===== src/hw/rtl/lwps_pkg.sv =====
// Shared types and constants for the LCD window/pixel byte streamer.
// No dependencies; imported by every module of the block.
package lwps_pkg;

  // Input request codes
  localparam logic [1:0] FUNC_WINDOW = 2'd0;
  localparam logic [1:0] FUNC_PIXEL  = 2'd1;
  localparam logic [1:0] FUNC_RAW    = 2'd2;
  localparam logic [1:0] FUNC_END    = 2'd3;

  // Result kinds
  localparam logic [1:0] KIND_BYTE    = 2'd0;
  localparam logic [1:0] KIND_RELEASE = 2'd1;
  localparam logic [1:0] KIND_ERROR   = 2'd2;

  // Configuration register indexes
  localparam int unsigned CFG_IDX_W  = 1;
  localparam int unsigned CFG_DATA_W = 2;
  localparam logic [CFG_IDX_W-1:0] CFG_ROTATION    = 1'd0;
  localparam logic [CFG_IDX_W-1:0] CFG_PANEL_READY = 1'd1;
  localparam logic [1:0] ROTATION_RESET = 2'd2;

  // Controller commands
  localparam logic [7:0] CMD_CASET = 8'h2A;
  localparam logic [7:0] CMD_RASET = 8'h2B;
  localparam logic [7:0] CMD_RAMWR = 8'h2C;

  // Panel offsets
  localparam logic [5:0] OFS_40 = 6'd40;
  localparam logic [5:0] OFS_52 = 6'd52;
  localparam logic [5:0] OFS_53 = 6'd53;

  // Coordinate widths
  localparam int unsigned COORD_W = 9;
  localparam int unsigned CORNER_W = 10;

  // Byte positions within a window sequence
  localparam int unsigned IDX_W = 4;
  localparam logic [IDX_W-1:0] IDX_CASET  = 4'd0;
  localparam logic [IDX_W-1:0] IDX_XS_HI  = 4'd1;
  localparam logic [IDX_W-1:0] IDX_XS_LO  = 4'd2;
  localparam logic [IDX_W-1:0] IDX_XE_HI  = 4'd3;
  localparam logic [IDX_W-1:0] IDX_XE_LO  = 4'd4;
  localparam logic [IDX_W-1:0] IDX_RASET  = 4'd5;
  localparam logic [IDX_W-1:0] IDX_YS_HI  = 4'd6;
  localparam logic [IDX_W-1:0] IDX_YS_LO  = 4'd7;
  localparam logic [IDX_W-1:0] IDX_YE_HI  = 4'd8;
  localparam logic [IDX_W-1:0] IDX_YE_LO  = 4'd9;
  localparam logic [IDX_W-1:0] IDX_RAMWR  = 4'd10;
  localparam logic [IDX_W-1:0] IDX_PIX_LO = 4'd1;

  // Command queue depth
  localparam int unsigned QDEPTH = 2;
  localparam int unsigned QPTR_W = (QDEPTH > 1) ? $clog2(QDEPTH) : 1;
  localparam int unsigned QCNT_W = $clog2(QDEPTH + 1);

  // Classified operation handed from front to back
  typedef enum logic [2:0] {
    OP_WIN,
    OP_PIX,
    OP_RAW,
    OP_END,
    OP_ERR
  } op_t;

  typedef struct packed {
    op_t                 op;
    logic [CORNER_W-1:0] xs;
    logic [CORNER_W-1:0] xe;
    logic [CORNER_W-1:0] ys;
    logic [CORNER_W-1:0] ye;
    logic [15:0]         data;
    logic                hold;
    logic                burst_last;
  } entry_t;

  typedef struct packed {
    logic [5:0] cx;
    logic [5:0] cy;
  } offset_t;

  // Panel offsets per orientation
  function automatic offset_t rot_offset(input logic [1:0] rot);
    offset_t o;
    case (rot)
      2'd0:    begin o.cx = OFS_52; o.cy = OFS_40; end
      2'd1:    begin o.cx = OFS_53; o.cy = OFS_40; end
      2'd2:    begin o.cx = OFS_40; o.cy = OFS_53; end
      default: begin o.cx = OFS_40; o.cy = OFS_52; end
    endcase
    return o;
  endfunction

endpackage


===== src/hw/rtl/lwps_front.sv =====
// Front end: configuration registers, request classification and window offsets.
// Tracks the select-held state in request order. Depends on lwps_pkg.
module lwps_front import lwps_pkg::*; (
  input  logic                  clk,
  input  logic                  rst_n,
  input  logic                  cfg_we,
  input  logic [CFG_IDX_W-1:0]  cfg_index,
  input  logic [CFG_DATA_W-1:0] cfg_data,
  input  logic                  in_valid,
  output logic                  in_ready,
  input  logic [1:0]            in_func,
  input  logic [COORD_W-1:0]    in_x_start,
  input  logic [COORD_W-1:0]    in_y_start,
  input  logic [COORD_W-1:0]    in_x_end,
  input  logic [COORD_W-1:0]    in_y_end,
  input  logic [15:0]           in_data_value,
  input  logic                  in_burst_last,
  output logic                  push_valid,
  input  logic                  push_ready,
  output entry_t                push_entry
);

  logic [1:0] rotation_r;
  logic       panel_ready_r;
  logic       select_held_r, select_held_nxt;
  logic       accept;
  offset_t    ofs;

  assign in_ready   = push_ready;
  assign push_valid = in_valid;
  assign accept     = in_valid & push_ready;
  assign ofs        = rot_offset(rotation_r);

  // Write configuration registers
  always_ff @(posedge clk) begin
    if (!rst_n) begin
      rotation_r    <= ROTATION_RESET;
      panel_ready_r <= 1'b0;
    end else if (cfg_we) begin
      unique case (cfg_index)
        CFG_ROTATION:    rotation_r    <= cfg_data[1:0];
        CFG_PANEL_READY: panel_ready_r <= cfg_data[0];
        default: ;
      endcase
    end
  end

  // Classify the request and offset its corners
  always_comb begin
    push_entry.xs         = CORNER_W'(in_x_start) + CORNER_W'(ofs.cx);
    push_entry.xe         = CORNER_W'(in_x_end)   + CORNER_W'(ofs.cx);
    push_entry.ys         = CORNER_W'(in_y_start) + CORNER_W'(ofs.cy);
    push_entry.ye         = CORNER_W'(in_y_end)   + CORNER_W'(ofs.cy);
    push_entry.data       = in_data_value;
    push_entry.hold       = select_held_r;
    push_entry.burst_last = in_burst_last;
    select_held_nxt       = select_held_r;
    if (in_func == FUNC_END) begin
      push_entry.op   = OP_END;
      select_held_nxt = 1'b0;
    end else if (!panel_ready_r) begin
      push_entry.op = OP_ERR;
    end else begin
      unique case (in_func)
        FUNC_WINDOW: begin
          push_entry.op   = OP_WIN;
          select_held_nxt = 1'b1;
        end
        FUNC_PIXEL: push_entry.op = OP_PIX;
        default:    push_entry.op = OP_RAW;
      endcase
    end
  end

  // Advance select state on each accepted transaction
  always_ff @(posedge clk) begin
    if (!rst_n) begin
      select_held_r <= 1'b0;
    end else if (accept) begin
      select_held_r <= select_held_nxt;
    end
  end

endmodule


===== src/hw/rtl/lwps_queue.sv =====
// Short command queue between front and back ends.
// Register-based ring buffer of entry_t; depends on lwps_pkg.
module lwps_queue import lwps_pkg::*; (
  input  logic   clk,
  input  logic   rst_n,
  input  logic   push_valid,
  output logic   push_ready,
  input  entry_t push_entry,
  output logic   pop_valid,
  input  logic   pop_ready,
  output entry_t pop_entry
);

  entry_t            mem_r [QDEPTH];
  logic [QPTR_W-1:0] wr_ptr_r, rd_ptr_r;
  logic [QCNT_W-1:0] count_r;
  logic              do_push, do_pop;

  assign push_ready = (count_r != QCNT_W'(QDEPTH));
  assign pop_valid  = (count_r != '0);
  assign pop_entry  = mem_r[rd_ptr_r];
  assign do_push    = push_valid & push_ready;
  assign do_pop     = pop_valid & pop_ready;

  // Store pushed entries
  always_ff @(posedge clk) begin
    if (do_push) begin
      mem_r[wr_ptr_r] <= push_entry;
    end
  end

  // Advance pointers and occupancy
  always_ff @(posedge clk) begin
    if (!rst_n) begin
      wr_ptr_r <= '0;
      rd_ptr_r <= '0;
      count_r  <= '0;
    end else begin
      if (do_push) begin
        wr_ptr_r <= (wr_ptr_r == QPTR_W'(QDEPTH - 1)) ? '0 : wr_ptr_r + 1'b1;
      end
      if (do_pop) begin
        rd_ptr_r <= (rd_ptr_r == QPTR_W'(QDEPTH - 1)) ? '0 : rd_ptr_r + 1'b1;
      end
      if (do_push && !do_pop) begin
        count_r <= count_r + 1'b1;
      end else if (do_pop && !do_push) begin
        count_r <= count_r - 1'b1;
      end
    end
  end

endmodule


===== src/hw/rtl/lwps_back.sv =====
// Back end: expands queued operations into one result per cycle while out_ready does not stall it.
// Byte sequencer feeding a registered output stage; depends on lwps_pkg.
module lwps_back import lwps_pkg::*; (
  input  logic        clk,
  input  logic        rst_n,
  input  logic        pop_valid,
  output logic        pop_ready,
  input  entry_t      pop_entry,
  output logic        out_valid,
  input  logic        out_ready,
  output logic [1:0]  out_kind,
  output logic [7:0]  out_byte_out,
  output logic        out_is_data,
  output logic        out_hold_select,
  output logic        out_last,
  output logic        out_burst_done
);

  logic [IDX_W-1:0] idx_r;
  logic             out_valid_r;
  logic [1:0]       kind_r, kind_nxt;
  logic [7:0]       byte_r, byte_nxt;
  logic             is_data_r, is_data_nxt;
  logic             hold_r, hold_nxt;
  logic             last_r, last_nxt;
  logic             burst_r;
  logic             advance, emit;

  assign advance   = !out_valid_r || out_ready;
  assign emit      = advance && pop_valid;
  assign pop_ready = advance && last_nxt;

  // Select the byte at the current position of the head operation
  always_comb begin
    kind_nxt    = KIND_BYTE;
    byte_nxt    = '0;
    is_data_nxt = 1'b1;
    hold_nxt    = pop_entry.hold;
    last_nxt    = 1'b1;
    case (pop_entry.op)
      OP_WIN: begin
        hold_nxt = 1'b0;
        last_nxt = (idx_r == IDX_RAMWR);
        case (idx_r)
          IDX_CASET: begin byte_nxt = CMD_CASET; is_data_nxt = 1'b0; end
          IDX_XS_HI: byte_nxt = 8'(pop_entry.xs[CORNER_W-1:8]);
          IDX_XS_LO: byte_nxt = pop_entry.xs[7:0];
          IDX_XE_HI: byte_nxt = 8'(pop_entry.xe[CORNER_W-1:8]);
          IDX_XE_LO: byte_nxt = pop_entry.xe[7:0];
          IDX_RASET: begin byte_nxt = CMD_RASET; is_data_nxt = 1'b0; end
          IDX_YS_HI: byte_nxt = 8'(pop_entry.ys[CORNER_W-1:8]);
          IDX_YS_LO: byte_nxt = pop_entry.ys[7:0];
          IDX_YE_HI: byte_nxt = 8'(pop_entry.ye[CORNER_W-1:8]);
          IDX_YE_LO: byte_nxt = pop_entry.ye[7:0];
          default: begin
            byte_nxt    = CMD_RAMWR;
            is_data_nxt = 1'b0;
            hold_nxt    = 1'b1;
          end
        endcase
      end
      OP_PIX: begin
        last_nxt = (idx_r == IDX_PIX_LO);
        byte_nxt = (idx_r == IDX_PIX_LO) ? pop_entry.data[7:0] : pop_entry.data[15:8];
      end
      OP_RAW: byte_nxt = pop_entry.data[7:0];
      OP_END: begin
        kind_nxt    = KIND_RELEASE;
        is_data_nxt = 1'b0;
        hold_nxt    = 1'b0;
      end
      default: begin
        kind_nxt    = KIND_ERROR;
        is_data_nxt = 1'b0;
        hold_nxt    = 1'b0;
      end
    endcase
  end

  // Step through the head operation
  always_ff @(posedge clk) begin
    if (!rst_n) begin
      idx_r       <= '0;
      out_valid_r <= 1'b0;
    end else if (advance) begin
      out_valid_r <= pop_valid;
      if (emit) begin
        idx_r <= last_nxt ? '0 : idx_r + 1'b1;
      end
    end
  end

  // Load the output register
  always_ff @(posedge clk) begin
    if (emit) begin
      kind_r    <= kind_nxt;
      byte_r    <= byte_nxt;
      is_data_r <= is_data_nxt;
      hold_r    <= hold_nxt;
      last_r    <= last_nxt;
      burst_r   <= last_nxt & pop_entry.burst_last;
    end
  end

  assign out_valid       = out_valid_r;
  assign out_kind        = kind_r;
  assign out_byte_out    = byte_r;
  assign out_is_data     = is_data_r;
  assign out_hold_select = hold_r;
  assign out_last        = last_r;
  assign out_burst_done  = burst_r;

endmodule


===== src/hw/rtl/lcd_window_pixel_byte_streamer.sv =====
// LCD window/pixel byte streamer: top level joining front end, queue and back end.
// Path: an accepted request is written into the queue, then loaded into the output register.
// Throughput: one result per cycle while out_ready does not stall it, set by the back-end byte sequencer;
// a window yields 11 results, a pixel 2, a raw byte, end or error 1; a 2-entry queue decouples the input.
// Reset: synchronous active-low; rotation 2, panel not ready, select released, queue empty.
// Depends on lwps_pkg, lwps_front, lwps_queue, lwps_back.
module lcd_window_pixel_byte_streamer import lwps_pkg::*; (
  input  logic                  clk,
  input  logic                  rst_n,
  input  logic                  cfg_we,
  input  logic [CFG_IDX_W-1:0]  cfg_index,
  input  logic [CFG_DATA_W-1:0] cfg_data,
  input  logic                  in_valid,
  output logic                  in_ready,
  input  logic [1:0]            in_func,
  input  logic [COORD_W-1:0]    in_x_start,
  input  logic [COORD_W-1:0]    in_y_start,
  input  logic [COORD_W-1:0]    in_x_end,
  input  logic [COORD_W-1:0]    in_y_end,
  input  logic [15:0]           in_data_value,
  input  logic                  in_burst_last,
  output logic                  out_valid,
  input  logic                  out_ready,
  output logic [1:0]            out_kind,
  output logic [7:0]            out_byte_out,
  output logic                  out_is_data,
  output logic                  out_hold_select,
  output logic                  out_last,
  output logic                  out_burst_done
);

  logic   push_valid, push_ready, pop_valid, pop_ready;
  entry_t push_entry, pop_entry;

  // Accept and classify requests
  lwps_front u_front (
    .clk           (clk),
    .rst_n         (rst_n),
    .cfg_we        (cfg_we),
    .cfg_index     (cfg_index),
    .cfg_data      (cfg_data),
    .in_valid      (in_valid),
    .in_ready      (in_ready),
    .in_func       (in_func),
    .in_x_start    (in_x_start),
    .in_y_start    (in_y_start),
    .in_x_end      (in_x_end),
    .in_y_end      (in_y_end),
    .in_data_value (in_data_value),
    .in_burst_last (in_burst_last),
    .push_valid    (push_valid),
    .push_ready    (push_ready),
    .push_entry    (push_entry)
  );

  // Buffer classified operations
  lwps_queue u_queue (
    .clk        (clk),
    .rst_n      (rst_n),
    .push_valid (push_valid),
    .push_ready (push_ready),
    .push_entry (push_entry),
    .pop_valid  (pop_valid),
    .pop_ready  (pop_ready),
    .pop_entry  (pop_entry)
  );

  // Expand operations into result transactions
  lwps_back u_back (
    .clk             (clk),
    .rst_n           (rst_n),
    .pop_valid       (pop_valid),
    .pop_ready       (pop_ready),
    .pop_entry       (pop_entry),
    .out_valid       (out_valid),
    .out_ready       (out_ready),
    .out_kind        (out_kind),
    .out_byte_out    (out_byte_out),
    .out_is_data     (out_is_data),
    .out_hold_select (out_hold_select),
    .out_last        (out_last),
    .out_burst_done  (out_burst_done)
  );

`ifndef ASSERT_OFF
  // Release and error results stand alone
  a_single_nonbyte: assert property (@(posedge clk) disable iff (!rst_n)
    out_valid && out_kind != KIND_BYTE |-> out_last && out_byte_out == 8'h00)
    else $error("non-byte result not a lone last result");

  // Only the memory-write command keeps select held among command bytes
  a_hold_cmd: assert property (@(posedge clk) disable iff (!rst_n)
    out_valid && out_kind == KIND_BYTE && !out_is_data && out_hold_select
    |-> out_byte_out == CMD_RAMWR && out_last)
    else $error("held command byte is not the closing memory write");

  // Burst flag appears only on an item's final result
  a_burst_on_last: assert property (@(posedge clk) disable iff (!rst_n)
    out_valid && out_burst_done |-> out_last)
    else $error("burst_done on a non-final result");
`endif

endmodule

===== config.mk =====
export PLATFORM = sky130hd
export DESIGN_NAME = lcd_window_pixel_byte_streamer
export DESIGN_NICKNAME = d
export VERILOG_FILES = /design/src/hw/rtl/lwps_pkg.sv /design/src/hw/rtl/lwps_front.sv /design/src/hw/rtl/lwps_queue.sv /design/src/hw/rtl/lwps_back.sv /design/src/hw/rtl/lcd_window_pixel_byte_streamer.sv
export SDC_FILE = /design/constraint.sdc
export NUM_CORES = 1
export LEC_CHECK = 0
export BUFFER_PORTS_ARGS = -buffer_cell sky130_fd_sc_hd__buf_2
export CORE_ASPECT_RATIO = 1.75
export CORE_MARGIN = 4
export CORE_UTILIZATION = 35
export DETAILED_ROUTE_END_ITERATION = 10
export PLACE_DENSITY = 0.53
export SLEW_MARGIN = 40
export SYNTH_ARGS = -nofsm -noshare
export SYNTH_HDL_FRONTEND = slang
export SYNTH_SLANG_ARGS = --single-unit

===== constraint.sdc =====
create_clock -name clk -period 11.6 [get_ports clk]
set_input_delay 2.32 -clock clk [delete_from_list [all_inputs] [get_ports clk]]
set_output_delay 2.32 -clock clk [all_outputs]
set_load 0.05 [all_outputs]

Word-level counts from Yosys, hierarchy flattened
Memory sizes are Yosys's and may differ from the RTL's. A register that Yosys moved wholly into a read port is not among the register bits.
Index checks and enable logic that the tools add are counted.
{"block": "op_classes", "addsub": 9, "n_mul": 0, "n_div": 0, "n_lt_le_gt_ge": 0, "n_eq_ne": 18, "n_shift": 0, "muxes": 25, "bitwise": 4, "n_reduce_logical": 24}
{"operator": "8-bit case mux with 10 select lines", "count": 1}
{"operator": "9-bit by 6-bit adder with 10-bit output", "count": 4}
{"operator": "11-bit case mux with 3 select lines", "count": 1}
{"operator": "8-bit case mux with 3 select lines", "count": 1}
{"operator": "4-bit by 3-bit equality test with 1-bit output, second input constant", "count": 4}
{"operator": "4-bit equality test, second input constant", "count": 3}
{"operator": "1-bit two-way mux", "count": 11}
{"operator": "10-bit OR reduction", "count": 1}
{"operator": "4-bit by 2-bit equality test with 1-bit output, second input constant", "count": 2}
{"operator": "8-bit two-way mux", "count": 1}
{"operator": "2-bit case mux with 2 select lines", "count": 2}
{"operator": "2-bit nonzero test", "count": 4}
{"operator": "8-bit OR reduction", "count": 1}
{"operator": "3-bit by 2-bit equality test with 1-bit output, second input constant", "count": 2}
{"operator": "3-bit two-way mux", "count": 2}
{"operator": "1-bit case mux with 2 select lines", "count": 3}
{"operator": "2-bit AND reduction", "count": 3}
{"operator": "4-bit by 1-bit adder with 4-bit output, second input constant", "count": 1}
{"operator": "2-bit by 1-bit equality test with 1-bit output, second input constant", "count": 2}
{"operator": "2-bit equality test, second input constant", "count": 2}
{"operator": "4-bit by 1-bit equality test with 1-bit output, second input constant", "count": 1}
{"operator": "1-bit logical AND", "count": 4}
{"operator": "2-bit zero test", "count": 2}
{"operator": "4-bit zero test", "count": 1}
{"operator": "other kinds (15)", "count": 21}
{"block": "totals", "register_bits": 27, "latchBits": 0, "ram_bits": 122, "romBits": 0, "output_inout_bits": 16, "memories": 1}
{"memory": "u_queue.mem_r", "depth": 2, "width": 61, "read_ports": 1, "rd_ports_with_merged_regs": 1, "wr": 1, "line": "lwps_queue.sv:14", "text": "entry_t mem_r [QDEPTH];"}

Logic depth before layout (Yosys ltp)
Gate-level depths: netlist of run 1.
{"block": "logic_depth", "word_depth": 7, "depth_mapped": 9}

Hierarchy
From an unflattened synthesis of run 1, not the netlist that was laid out.
{"block": "hier_totals", "hier_cells": 537, "hier_area_um2": 7439.6}
{"module": "lwps_queue", "instances": 1, "cells_per_inst": 214, "area_per_inst_um2": 4628.2, "seq_area_each_um2": 3763.6}
{"module": "lwps_back", "instances": 1, "cells_per_inst": 164, "area_per_inst_um2": 1552.7, "seq_area_each_um2": 520.5}
{"module": "lwps_front", "instances": 1, "cells_per_inst": 159, "area_per_inst_um2": 1258.7, "seq_area_each_um2": 80.1}

Worst setup path after synthesis of run 1
No wires, ideal clock.
{"block": "synth_path", "kind": "input to register", "startpoint": "in in_valid", "endpoint": "mem u_queue.mem_r[0][0] in the netlist's numbering (enable)", "setup_ns": 0.480, "arrival_time_ns": 5.001, "required_ns": 11.120, "setup_slack_ns": 6.119, "stages": 2, "path_buffers": 0, "path_cell_list": "nand2_1 nor2_1"}
{"block": "synth_between", "elab_chain_cells": 3}
{"item": "start: declaration", "line": "lcd_window_pixel_byte_streamer.sv:13", "text": "input logic in_valid,"}
{"item": "1-bit AND", "line": "lwps_queue.sv:22", "text": "assign do_push = push_valid & push_ready;"}
{"item": "1-bit two-way mux", "line": "lwps_queue.sv:27", "text": "if (do_push) begin"}
{"item": "1-bit two-way mux (not written as such)", "line": "lwps_queue.sv:28", "text": "mem_r[wr_ptr_r] <= push_entry;"}
{"item": "end: declaration", "line": "lwps_queue.sv:14"}
No other way between the ends.

Worst setup path in the final report of run 1
{"block": "layout_path", "startpoint": "in out_ready", "endpoint": "reg u_queue.count_r[1]"}
{"block": "layout_between", "elab_chain_cells": 6}
{"item": "start: declaration", "line": "lcd_window_pixel_byte_streamer.sv:23", "text": "input logic out_ready,"}
{"item": "1-bit logical OR (*)", "line": "lwps_back.sv:29", "text": "assign advance = !out_valid_r || out_ready;"}
{"item": "1-bit logical AND (*)", "line": "lwps_back.sv:31", "text": "assign pop_ready = advance && last_nxt;"}
{"item": "1-bit AND (*)", "line": "lwps_queue.sv:23", "text": "assign do_pop = pop_valid & pop_ready;"}
{"item": "1-bit zero test", "line": "lwps_queue.sv:45", "text": "if (do_push && !do_pop) begin"}
{"item": "1-bit logical AND", "line": "lwps_queue.sv:45"}
{"item": "2-bit two-way mux or 2-bit nonzero test (tied branches)"}
{"item": "end signal: assignment", "line": "lwps_queue.sv:46", "text": "count_r <= count_r + 1'b1;"}
{"item": "end signal: assignment", "line": "lwps_queue.sv:48", "text": "count_r <= count_r - 1'b1;"}
{"item": "end: declaration", "line": "lwps_queue.sv:16", "text": "logic [QCNT_W-1:0] count_r;"}
Mark *: on every way between the ends. The rest lies on a longest branch, timed or not.
A chain may end at the register's enable or synchronous reset.

==> results by stage, run 1 <==
Final layout:
- The number of fill cells in the layout is 1797.
- The final cell count without fillers is ~850.
- The flip-flop and latch area is 4370 um2.
- The post-route core utilization is 41.7%.
- The post-layout net count is 682.
- Leaving out fill and tap cells, the most frequent cells in the layout are 136 x edfxtp_1, 78 x buf_2, 45 x mux2i_1.
- The layout-stage area growth over the synthesis result is 17.9%.
- The most common cell after layout, fill and taps aside is edfxtp_1.
- Summing all multi-input logic gate instances after layout gives ~2500 um2.
- After routing the design area is roughly 8200 um2.
- The share of post-route cells with drive strength above 1 is 22.3%.
- The count of inserted antenna diode cells is 0.

STA:
- The setup-violating endpoint count in the final report is 0.
- Static timing analysis puts the maximum clock frequency at 239 MHz.
- At the pin with the least slew margin, the transition time is approximately 0.70 ns.
- The worst path meets setup with 7.42 ns of slack.
- Subtracting the final worst setup slack from the clock period gives 4.18 ns.
- Summed over all failing endpoints, the final setup total negative slack is 0 ns.
- For the final database, setup skew stands at around 0.0084 ns.
- The number of hold-slack violations in the final timing report is 0.
- Setup repair after global routing left no endpoint under its margin.
- The final-layout worst hold slack is 0.480 ns.
- The number of slew-limit violations in the final report is 0.
- The worst slew margin relative to its limit is 52.4%.
- The share of the clock period used by the worst path after layout is between 30% and 40%.

Placed design:
- Counting tap cells, the placed design contains a total of 816 instances.
- The post-place setup slack is 6.96 ns.
- Detailed placement finished with a half-perimeter wire length of about 11 mm.
- The final RePlAce weighted congestion is 0.840.
- The number of I/O port buffers is 78.
- After detailed placement, the total cell area comes to 7620 um2.

Global routing:
- Global routing finished with a remaining overflow of 0.
- The first global-routing pass estimated 23.9 mm of wire.
- Global routing used between 10% and 20% of the available tracks.
- The initial antenna violation count was 0.
- The pin count of the biggest net entering global routing is 62.
- The via count of the first global-routing pass was 4528.

Logic synthesis:
- The most used flip-flop cell after synthesis is edfxtp_1.
- The cell area that synthesis handed to floorplanning was 6960 um2.
- The biggest area contributor in the post-synthesis netlist is edfxtp_1.
- After synthesis, the netlist uses 54 different library cells.
- The share of synthesized area in the top cell type comes to 58.7%.
- In this run, synthesis produced a sequential element count of 150.
- The count of synthesis-stage warnings from yosys is 0.
- A synthesized cell averages 13.8 um2.
- The fraction of synthesis flops using an asynchronous set or reset pin is 0%.
- Counting every net in the synthesized netlist gives just under 600.
- Sequential cells were found to cover 62.7% of the synthesized design area.
- Synthesis produced 504 cells.
- Sorting the synthesized cells by area gives the leading types as edfxtp_1 59%, mux2i_1 6.5%, ha_1 5.2%, dfxtp_1 4.0%, xor2_1 2.4%.
- In this run, synthesis inferred 136 flip-flops with an integrated enable.

Clock network:
- The total clock sinks is 150.
- Gates resized during post-CTS repair numbered 0.
- The number of buffers between clock root and the deepest sink is 2.
- The number of hold buffers added after CTS was 0.
- The buffer cell driving the clock tree root is clkbuf_16.
- The clock tree from TritonCTS is done.
- The clock-pin slew reported for the worst setup and hold paths after clock tree synthesis is 0.06 ns.
- The total clock buffers created by CTS is 17.
- The H-tree was split into 4 levels.
- The clock latency reported for the late side of the worst-skew pair is 0.42 ns.
- The buffer count from post-CTS setup fixing is 0.

Route:
- The number of nets with antenna violations after routing is 0.
- For this block, the initial DRC count from the detailed router was around 140.
- The mean routed wirelength per cell is 18.4 um.
- The wire length after detailed routing is 15.5 mm.
- The via density per instance is 5.03.
- The first detailed-routing pass ran for 4 iterations.
- After detailed routing, the number of remaining DRC violations is 0.
- The number of vias in the routed layout is approximately 4300.

Worst hold path:
- The startpoint of the worst hold path is u_front.select_held_r.
- The type of the most critical hold path is reg2reg.
- Counting instances, the worst hold path has a depth of 0.
- The hold path endpoint is u_queue.mem_r[0][1].

Setup path:
- The critical path required time is 11.95 ns.
- The stage delay of the slowest cell on the critical path is 0.54 ns.
- The setup slack of the worst register-to-register path is 8.45 ns.
- The startpoint class of the critical path is an input port.
- For the worst setup path, the data arrival time is 4.53 ns.
- The slowest stage of the critical path belongs to the cell inv_1.
- Traced cell by cell, the critical path runs through buf_2 -> nor2b_1 -> or2_2 -> inv_1 -> o21ai_0 -> ha_1 -> xor2_1 -> or3_1 -> a21oi_1.
- The critical path capture point type is a flop.
- Of all nets on the critical path, the largest fanout is 19.
- The logic depth of the worst register-to-register path is 7.
- The setup path with the least slack is of type in2reg.
- In this run the critical register-to-register path is captured at u_queue.count_r[1].

Die:
- In this run the core area contains 68 standard-cell rows.
- The die outline area is 22300 um2.
- The floorplan step set the die height to between 150 and 200 um.
- 79 I/O pins were placed.
- The die is 115 um wide.
- The region available for standard cell placement spans 19700 um2.
- The initial core utilization is roughly 35%.

Status:
- The run finished with clean final reports.

Power and ir drop:
- Across the VDD grid, the largest voltage drop is 0.000101 V.
- Total power for the finished layout comes to between 1.5 and 2 mW.
- Dividing total power by cell area gives a power density of approximately 210 nW/um2.
- Summed over all cells, the static leakage comes to around 3 nW.

Flow run:
- The count of maximum capacitance violations is 0.
worst max-delay path: cells and delay by family:
family | cells | cell delay [ns]
and+or+nand+nor | 3 | 0.71
buffers and inverters | 2 | 0.61
AOI/OAI and AO/OA | 2 | 0.45
adders and majority gates | 1 | 0.29
xor gates and xnor gates | 1 | 0.15
Yosys cell counts (all sizes together), types with 7 or more instances:
| master | n |
|---|---|
| xor2 | 19 |
| mux2 | 14 |
| edfxtp | 136 |
| dfxtp | 14 |
| o21ai | 18 |
| nor2b | 7 |
| nand2 | 27 |
| mux2i | 46 |
| a31oi | 7 |
| nor2 | 32 |
| a21oi | 17 |
| o22ai | 17 |
| xnor2 | 13 |
| buf | 10 |
| inv | 14 |
| o21bai | 7 |
| ha | 29 |
| nand3 | 8 |
| a211oi | 7 |
how the worst max path moves through the flow:
stage | from | endpoint | slack (ns) | cells after the start
6_report | out_ready | u_queue.count_r[1] | 7.42 | 9
5_1_grt | out_ready | u_queue.count_r[1] | 7.25 | 9
4_1_cts | out_ready | u_queue.count_r[1] | 7.41 | 9
3_5_place_dp | out_ready | u_queue.count_r[1] | 6.96 | 8
3_3_place_gp | out_ready | u_queue.count_r[1] | 7.05 | 8
2_1_floorplan | in_valid | u_queue.mem_r[0][0] | 6.12 | 2
registers in the layout (all words and copies together) (netlist names), 2 cells and up, named ones only:
signal               flops
u_back.out_kind          2
u_back.out_byte_out      8
u_front.rotation_r       2
u_back.idx_r             4
u_queue.count_r          2
u_queue.mem_r          122
cell families after synthesis:
family                     count (synthesis)  share of synthesized area [%]
buffers and inverters                     29                           2.00
muxes                                     60                           8.94
adders and majority gates                 29                           5.21
DFF                                      150                           62.7
AOI/OAI and AO/OA                        100                           9.53
and+or+nand+nor                          104                           7.59
xor gates and xnor gates                  32                           4.03
where the power goes:
part           switching, mW  internal (mW)
clock                  0.210          0.336
combinational          0.299          0.140
sequential            0.0443          0.723
total                  0.553           1.20
routing by layer:
metal / vias up / part of all wire (%) / GRT usage, %
met5: - / 0 / 0
met4: 0 / 3.7 / 7.09
met3: 28 / 3.8 / 3.33
met2: 92 / 56 / 26.9
met1: 2034 / 36 / 14.5
li1: 2105 / - / -
layout make-up:
cell class                 instances  area share [%]
clock buffer                      18            5.23
clock inverter                    12            1.91
inverter                          14           0.640
multi-input combinational        325            30.0
sequential                       150            53.2
tap                              245            3.74
timing repair buffer              82            5.21
No activity file was read; power rests on OpenSTA's default activity.
==> inputs of run 2 (changes only) <==
Settings changed: PLACE_DENSITY 0.53 to 0.55.
Clock period 11.6 ns to 3.5 ns, I/O delays scaled along.
==> run 2 against run 1 <==
  * Routed wire length grew 3.3%
  * Core utilization about the same
  * Final area about the same
  * Largest power group unchanged
  * Clock skew about the same
  * Combinational power grew to 3.4 times the previous value
==> results by stage, run 2 (synthesized netlist as in run 1, its figures left out) <==
Status:
- The flow ran to the end, and the final reports show no timing, DRC or antenna violations.

Clock network:
- The total clock sinks is 150 (unchanged).
- The clock-pin slew reported for the worst setup and hold paths after clock tree synthesis came to 0.06 ns (about the same).
- The number of buffers added to fix hold violations after cts is 0 (unchanged).
- The maximum level of the CTS H-tree is 4 (unchanged).
- In this run the clock root is driven by a clkbuf_16.
- The number of instances resized during post-cts repair is 0 (unchanged).
- The buffer count from post-CTS setup fixing was 0 (unchanged).
- The number of buffers between clock root and the deepest sink was 2 (unchanged).
- The clock latency reported for the late side of the worst-skew pair is 0.42 ns (about the same).
- TritonCTS built the clock tree.
- The total clock buffers created by CTS came to 17 (unchanged).

STA:
- The number of slew-limit violations in the final report is 0 (unchanged).
- The number of hold-slack violations in the final timing report is 0 (unchanged).
- Of the available clock period, the critical path in the final layout requires between 70 and 80%.
- The maximum clock skew at final layout came to 0.00888 ns (+0.000452 ns).
- The total negative slack is 0 ns (unchanged).
- The slew of the pin with the lowest slew margin is 0.648 ns (-0.0522 ns).
- The worst slew margin relative to its limit is 56.8% (+4.4 points).
- For this run, the top clock speed supported by timing is 378 MHz.
- The minimum clock period is roughly 2.6 ns.
- The setup-violating endpoint count in the final report came to 0 (unchanged).
- Setup repair after global routing left no endpoint under its margin.

Placed design:
- The number of I/O port buffers is 78 (unchanged).
- The instance count after placement with tap cells included came to 819 (+0.37%).
- The half-perimeter wire length after detailed placement came to 11.8 mm (+3.8%).
- The final RePlAce weighted congestion came to 0.922 (+9.9%).

Global routing:
- The aggregate global routing overflow was 0 (unchanged).
- The all-layer global routing usage came to 14.9% (+0.49 points).
- The via count of the first global-routing pass came to 4585 (+1.3%).
- The pin count of the biggest net entering global routing was 62 (unchanged).
- The first-pass GRT wire length is 24.9 mm (+4.5%).
- The initial antenna violation count is 0 (unchanged).

Die:
- The die height is 195 um (unchanged).
- The width of the chip is 115 um (unchanged).
- The die outline area is 22300 um2 (unchanged).
- The area of the core is 19700 um2 (unchanged).
- The initial core utilization came to 35.4% (unchanged).
- The number of primary I/O pins is 79 (unchanged).
- The number of rows in the core area is 68 (unchanged).

Final layout:
- The count of inserted antenna diode cells is 0 (unchanged).
- The layout-stage area growth over the synthesis result is 17.9% (about the same).
- The final cell count without fillers came to 851 (+0.59%).
- More flip-flops sit in one register than any other, and that register is u_queue.mem_r.
- The post-route core utilization was 41.8% (about the same).
- The share of post-route cells with drive strength above 1 is 23.1% (+0.81 points).
- The most common cell after layout, fill and taps aside is edfxtp_1.
- The number of flip-flops under the largest register name is 122 (unchanged).
- In the layout the commonest cells are 136 x edfxtp_1, 78 x buf_2, 45 x mux2i_1.
- The number of fill cells in the layout is 1805 (+0.45%).
- The post-layout net count came to 685 (+0.44%).

Power and ir drop:
- The power density of the placed cells is 707 nW/um2 (+230%).
- The leakage power summed over all cells came to 2.99 nW (+0.67%).
- The peak supply drop is 0.000292 V (+190%).

Route:
- The number of remaining DRC errors came to 0 (unchanged).
- The number of search-and-repair iterations in the first detailed-routing pass is 4 (unchanged).
- The number of nets with antenna violations after routing is 0 (unchanged).
- The mean routed wirelength per cell is 18.9 um (+2.7%).
- The violation count after the first detailed-routing iteration is 191 (+40%).
- The number of vias in the routed layout is 4332 (+1.7%).
- The via density per instance is 5.09 (+1.1%).
- The wire length after detailed routing was 16.1 mm (+3.3%).

Worst hold path:
- The type of the most critical hold path is reg2reg.

Flow run:
- The count of maximum capacitance violations was 0 (unchanged).

Setup path:
- The highest fanout seen on the critical path was 4 (-15).
- The worst setup path is launched from a flop.
- The setup path with the least slack is of type reg2reg.
- The critical path required time is 3.85 ns (-8.10 ns).
- STA classifies the critical path endpoint as a flop.
- The worst path arrival time is 2.99 ns (-1.54 ns).
## run 2: where the power goes
part | internal, mW | switching, mW
combinational | 0.480 | 1.02
sequential | 2.40 | 0.144
clock | 0.996 | 0.768
total | 3.87 | 1.93
## run 2: metal layers
metal  up-vias  track usage, %  routed length [um]  share of wire, %
met4         0            8.41                 758               4.7
met5         -               0                   0                 0
met1      2078            15.5                5990                37
li1       2120               -                   -                 -
met3        35            3.02                 505               3.1
met2        99            27.1                8810                55
## run 2: metrics by stage
step	setup slack [ns]	hold slack [ns]	power (mW)	cell area, um2
finish	0.852	0.460	5.81	8210
detailed placement	0.832	0.441	4.11	7630
CTS	0.837	0.448	5.88	8200
floorplan	0.380	0.426	3.64	6960
global route	0.624	0.449	6.08	8210
global placement	0.861	0.447	4.09	7630
## run 2: layout make-up
class                           instances  area [um2]  share of cell area, %
Timing Repair Buffer                   85         450                   5.49
Sequential cell                       150        4370                   53.2
Clock buffer                           17         425                   5.18
Multi-Input combinational cell        325        2460                   30.0
Clock inverter                         15         140                   1.71
Tap cell                              245         307                   3.73
Inverter                               14        52.6                  0.640
## run 2: final timing paths
| kind | slack, ns | from | depth (start not counted) | to |
|---|---|---|---|---|
| worst max register to register | 0.85 | u_back.idx_r[1] | 8 | u_queue.count_r[1] |
| worst min-delay path | 0.46 | u_front.select_held_r | 0 | u_queue.mem_r[0][1] |
| worst max-delay path | 0.85 | u_back.idx_r[1] | 8 | u_queue.count_r[1] |
| worst min register to register | 0.46 | u_front.select_held_r | 0 | u_queue.mem_r[0][1] |
## run 2: worst max-delay path, cell delays in order, from the launching register on
cell	delay (ns)
dfxtp_1	0.34
inv_1	0.12
ha_1	0.21
or3b_2	0.51
mux2i_1	0.33
o21ai_0	0.21
ha_1	0.36
or3_1	0.35
a21oi_1	0.14
